File: src/hdl/aabb_pkg.sv
// Package for the AABB build and overlap core: shared types, constants and opcodes.
// No dependencies.
package aabb_pkg;

    localparam int COORD_BITS_DEF = 32;
    localparam int COEF_BITS_DEF  = 16;
    localparam int IO_BITS        = 32;
    localparam int CFG_BITS       = 64;
    localparam int CFG_IDX_BITS   = 2;
    localparam int LANE_BITS      = 16;
    localparam int ACC_BITS       = 64;
    localparam int FRAC_BITS      = 16;

    typedef enum logic [1:0]
    {
        KIND_VERTEX  = 2'd0,
        KIND_OVERLAP = 2'd1,
        KIND_MERGE   = 2'd2,
        KIND_UNUSED  = 2'd3
    } kind_t;

    typedef enum logic [CFG_IDX_BITS-1:0]
    {
        REG_COL_X = 2'd0,
        REG_COL_Y = 2'd1,
        REG_COL_Z = 2'd2,
        REG_COL_W = 2'd3
    } reg_idx_t;

    typedef enum logic [3:0]
    {
        ST_IDLE,
        ST_MAC,
        ST_DIV_START,
        ST_DIV_WAIT,
        ST_UPDATE,
        ST_APPLY,
        ST_OUT
    } state_t;

    typedef struct packed
    {
        logic load;
        logic mac_clear;
        logic mac_step;
        logic div_start;
        logic vtx_update;
        logic box_update;
        logic out_load;
    } cmd_t;

    typedef struct packed
    {
        logic       in_valid;
        logic       out_free;
        logic [1:0] kind;
        logic       mac_done;
        logic       div_done;
        logic       axes_done;
    } stat_t;

endpackage

File: src/hdl/aabb_ctrl.sv
// Controller state machine sequencing load, transform, divide, update and output.
// Depends on aabb_pkg.
module aabb_ctrl (
    input  logic            clk,
    input  logic            rst_n,
    input  aabb_pkg::stat_t stat,
    output aabb_pkg::cmd_t  cmd,
    output logic            in_ready,
    output logic            out_valid,
    input  logic            out_ready
);
    import aabb_pkg::*;

    state_t state_reg, state_next;
    logic   ov_reg, ov_next;

    always_ff @(posedge clk or negedge rst_n)
    begin
        if (!rst_n)
        begin
            state_reg <= ST_IDLE;
            ov_reg    <= 1'b0;
        end
        else
        begin
            state_reg <= state_next;
            ov_reg    <= ov_next;
        end
    end

    always_comb
    begin
        state_next = state_reg;
        cmd        = '0;
        in_ready   = 1'b0;
        ov_next    = ov_reg && !out_ready;
        unique case (state_reg)
            ST_IDLE:
            begin
                in_ready = 1'b1;
                if (stat.in_valid)
                begin
                    cmd.load   = 1'b1;
                    state_next = ST_MAC;
                end
            end
            ST_MAC:
            begin
                if (stat.kind == KIND_VERTEX)
                begin
                    cmd.mac_clear = 1'b1;
                    state_next    = ST_DIV_START;
                end
                else
                begin
                    cmd.box_update = 1'b1;
                    state_next     = ST_OUT;
                end
            end
            ST_DIV_START:
            begin
                cmd.mac_step = 1'b1;
                if (stat.mac_done)
                    state_next = ST_UPDATE;
            end
            ST_UPDATE:
            begin
                cmd.div_start = 1'b1;
                state_next    = ST_DIV_WAIT;
            end
            ST_DIV_WAIT:
            begin
                if (stat.axes_done)
                    state_next = ST_APPLY;
                else if (stat.div_done)
                    state_next = ST_UPDATE;
            end
            ST_APPLY:
            begin
                cmd.vtx_update = 1'b1;
                state_next     = ST_OUT;
            end
            ST_OUT:
            begin
                if (!ov_reg || out_ready)
                begin
                    cmd.out_load = 1'b1;
                    ov_next      = 1'b1;
                    state_next   = ST_IDLE;
                end
            end
            default:
            begin
                state_next = ST_IDLE;
            end
        endcase
    end

    assign out_valid = ov_reg;
endmodule
File: config.mk
export PLATFORM = sky130hd
export DESIGN_NAME = aabb_ctrl
export DESIGN_NICKNAME = d
export VERILOG_FILES = /design/src/hdl/aabb_pkg.sv /design/src/hdl/aabb_ctrl.sv
export SDC_FILE = /design/constraint.sdc
export NUM_CORES = 1
export LEC_CHECK = 0
export BUFFER_PORTS_ARGS = -buffer_cell sky130_fd_sc_hd__buf_2
export CAP_MARGIN = 20
export CORE_AREA = 2 2 39 41
export CTS_BUF_LIST = sky130_fd_sc_hd__clkbuf_2
export DETAILED_ROUTE_END_ITERATION = 10
export DIE_AREA = 0 0 41 43
export PLACE_DENSITY = 0.5
export SETUP_SLACK_MARGIN = 0.15
export SYNTH_ARGS = -nofsm -noshare
export SYNTH_HDL_FRONTEND = slang
export SYNTH_SLANG_ARGS = --single-unit
File: constraint.sdc
create_clock -name clk -period 1.1 [get_ports clk]
set_clock_uncertainty 0.1 [all_clocks]
set_input_delay 0.11 -clock clk [delete_from_list [all_inputs] [get_ports clk]]
set_output_delay 0.11 -clock clk [all_outputs]
set_load 0.01 [all_outputs]
### Word-level counts from Yosys, hierarchy flattened

Cells that the tools add are included.

| storage, ports and cells | value |
|---|---|
| register bits | 5 |
| bits of input ports | 10 |
| output and inout bits | 9 |
| word-level logic and storage cells | 40 |

| cells by class | value |
|---|---|
| eq/ne operators | 10 |
| muxes and demuxes | 21 |
| reduce and logical (&&, ||, !) cells | 7 |

Operators with widths:

| cell | count |
|---|---|
| $pmux 4 s7 | 1 |
| $mux 4 | 5 |
| $mux 1 | 14 |
| $eq 4x3->1 const B | 3 |
| $eq 4x2->1 const B | 2 |
| $ne 2x2->1 const B | 3 |
| $eq 4x1->1 const B | 1 |
| $logic_not 4->1 | 1 |
| $reduce_and 4->1 | 1 |
| $mux 3 | 1 |
| $ne 3x3->1 const B | 1 |
| $logic_not 1->1 | 2 |
| $logic_not 2->1 | 1 |
| $logic_and 1x1->1 | 1 |
| $logic_or 1x1->1 | 1 |

### Longest topological paths before layout

| logic depth | value |
|---|---|
| depth in word-level cells | 4 |
| depth in mapped cells | 4 |
| gate-level depth less buffers | 3 |

### Least setup slack after synthesis

OpenSTA, ideal clock, no wires.

| timing path | value |
|---|---|
| path kind | register -> output |
| from | register state_reg[1] |
| to | output cmd[6] in the netlist's numbering |
| data arrival time | 0.977 ns |
| required time | 0.890 ns |
| slack | -0.087 ns |
| cell stages (with the launch flop) | 4 |
| path buffers | 1 |
| path through | dfrtp_1 > buf_4 > nor3_2 > and2_1 |

RTL lines:

| item | line | source |
|---|---|---|
| start: declaration | aabb_ctrl.sv:14 | `state_t state_reg, state_next;` |
| start signal: assignment | aabb_ctrl.sv:26 | `state_reg <= state_next;` |
| end: declaration | aabb_ctrl.sv:7 | `output aabb_pkg::cmd_t cmd,` |

==> impl_metrics.ini <==
[route]
drc = 0
detail_route.wl_per_cell_um = 11.1
num_vias = 381
drt_pre_antenna_iters = 4
final_antenna_net_count = 0
viasPerCell = 4.48
wl_um = 945
drt_iter0_drc = 4

[place]
io_buffers = 17
gp_congestion = 0.714
dp_hpwl_um = 674

[power]
power_mw = 1.77
seqPwrFrac_pct = 18.8
p_clk_share_pct = 9.4
powerDensity_nw_per_um2 = 2670
ir_drop_v = 0.000926
comb_power_share_pct = 71.8
p_leak_nw = 0.326
p_sw_share_pct = 40.9
intPower_mw = 1.05
netSwitchingPower_mw = 0.724

[final_layout]
final.fill_count = 131
syn_to_final_growth_pct = 99.2
diodes = 0
drive_above_1_share_pct = 73.9
largest_reg_flops = 3
final_nets = 80
fin_util_pct = 47.9

[clocking]
cts_made_buffers = 3
clk_path_buf_depth = 2
clkSinkCount = 4
htreeDepth = 1
root_buffer = clkbuf_2
clk_latency_ns = 0.22
path_clk_slew_ns = 0.05
cts_tree = built

[sta]
finalCritPeriodShare_pct = 127
setup_ws_ns = -0.298
max_clock_freq_mhz = 715
fin_crit_ns = 1.40
slew_headroom_pct = 85.3
slew_viol_final = 0
worstMarginPinSlew_ns = 0.220
grt_setup_unrepaired = true
hold_viol_final = 0
setup_tns_ns = -2.45
setup_violations = 11

[setup_path]
worst_setup_path_start_kind = flop
worstSetupEndpointType = output port
criticalPathCategory = reg2out
cp_slowest_stage_delay_ns = 0.41
critPathArrivalTime_ns = 1.19
cpMaxStageDelayCell = dfrtp_1
cp.required_ns = 0.89
path_cells = buf_12 -> nand3b_4 -> a21oi_4 -> buf_2
path_max_fanout = 6

[die]
core_um2 = 1380
die_y_um = 43
io_pins = 19
die_area_um2 = 1760
dieWidth_um = 41
floorplan.rows = 14
start_util_pct = 24.1

[synthesis]
yosys-top-cells-area = dfrtp_1, nand3b_4, nor3_2, nor2_1, nor3_1
ys_ff_latch = 4
yosysTopAreaCellShare_pct = 30.1
synth-warning-count = 0
ys_types = 23
synth_cells = 38
synth_top_cell_by_area = dfrtp_1
syn_avg_cell_area_um2 = 8.76
synth_area_um2 = 333
synth-seq-area-share_pct = 30.1
syn_nets = 48

[global_routing]
grt_max_degree = 8
grt_pass1_wl_um = 1380
grt_pass1_vias = 370
overflow = 0
track_usage_pct = 12.3
antenna_found_initial = 0

[worst_hold_path]
hp-class = in2reg

[run]
cap_viol_max_count = 0

[run_status]
violations = setup timing
status = complete, but fails checks
-- cells in the mapped netlist --
cell type,instances
o21ai_1,1
a31o_1,1
nand2b_1,2
o211ai_1,1
o21ai_0,1
and2_1,1
nor3b_1,1
buf_6,1
inv_1,2
dfrtp_1,4
o22ai_2,1
nor2_1,5
nand3b_4,1
buf_4,2
a41o_1,1
nor3_2,2
a21oi_1,2
nand2_1,2
nor2b_1,1
a31oi_1,1
or2b_1,1
nor3_1,3
nor3b_2,1
-- per-stage QoR --
step / hold slack (ns) / worst slack, ns / cells / cell area [µm²]
2_1_floorplan: -0.286 / -0.0158 / 38 / 380
3_3_place_gp: -0.181 / -0.103 / 74 / 509
3_5_place_dp: -0.181 / -0.113 / 74 / 509
4_1_cts: 0.0834 / -0.308 / 84 / 624
5_1_grt: 0.119 / -0.347 / 85 / 663
6_report: 0.0944 / -0.298 / 85 / 663
-- layout make-up --
cell class | instances | area, µm² | area share [%]
Multi-Input combinational cell | 29 | 272 | 40.9
Sequential cell | 4 | 103 | 15.5
Tap cell | 16 | 20.0 | 3.02
Clock buffer | 4 | 20.0 | 3.02
Timing Repair Buffer | 30 | 239 | 36.0
Inverter | 2 | 10.0 | 1.51
-- power by group through the flow --
| stage | sequential, mW | clock [mW] | combinational, mW |
|---|---|---|---|
| final | 0.332 | 0.167 | 1.27 |
| after global routing | 0.338 | 0.175 | 1.38 |
| after CTS | 0.327 | 0.170 | 1.19 |
| after detailed placement | 0.309 | 0 | 0.954 |
| after global placement | 0.306 | 0 | 0.945 |
| after floorplan | 0.287 | 0 | 0.669 |
-- what timing repair did --
item,in CTS,in global routing
resized for setup,12,8
endpoints found under the hold margin,4,0
setup endpoints to repair,13,13
pin swaps,5,2
cloned,0,0
hold buffers,1,0
setup buffers,5,1
-- layout by cell type (no fill, tap or decap), drive strengths merged --
cell         instances
nor2b                1
nor3b                2
dfrtp                4
nand2                2
nor2                 5
buf                 29
o211ai               1
nand2b               2
or2b                 1
clkbuf               4
a31o                 1
a21oi                2
dlygate4sd3          1
inv                  2
nor3                 5
a41o                 1
o22ai                1
and2                 1
a31oi                1
o21ai                2
nand3b               1
-- cells by family after synthesis --
| kind of cell | share of synthesized area, % |
|---|---|
| flops | 30.1 |
| buf+inv | 10.1 |
| simple gates | 40.2 |
| compound gates | 19.5 |
-- worst max-delay path: cells and delay by family (launching register included) --
family | cells | cell delay (ns)
DFF | 1 | 0.41
buffers and inverters | 2 | 0.28
and+or+nand+nor | 1 | 0.17
AOI/OAI and AO/OA | 1 | 0.11
-- final timing paths --
kind	startpoint	to	slack (ns)	cells after the start
max	state_reg[0]	cmd[0]	-0.30	4
min	out_ready	out_valid	0.09	3
max reg2reg	state_reg[2]	state_reg[0]	-0.17	5
min reg2reg	out_valid	out_valid	0.59	2
max in group asynchronous	rst_n	state_reg[2]	0.65	2
min in group asynchronous	rst_n	state_reg[1]	0.11	2
-- per-layer routing --
layer | vias up | routed length, µm | global-route usage [%]
met3 | 2 | 36 | 3.14
met1 | 174 | 361 | 12.1
met4 | 0 | 10 | 12.0
met5 | - | 0 | 0
met2 | 10 | 536 | 19.1
li1 | 195 | - | -
Note: power is estimated with default switching activity, not from simulation.
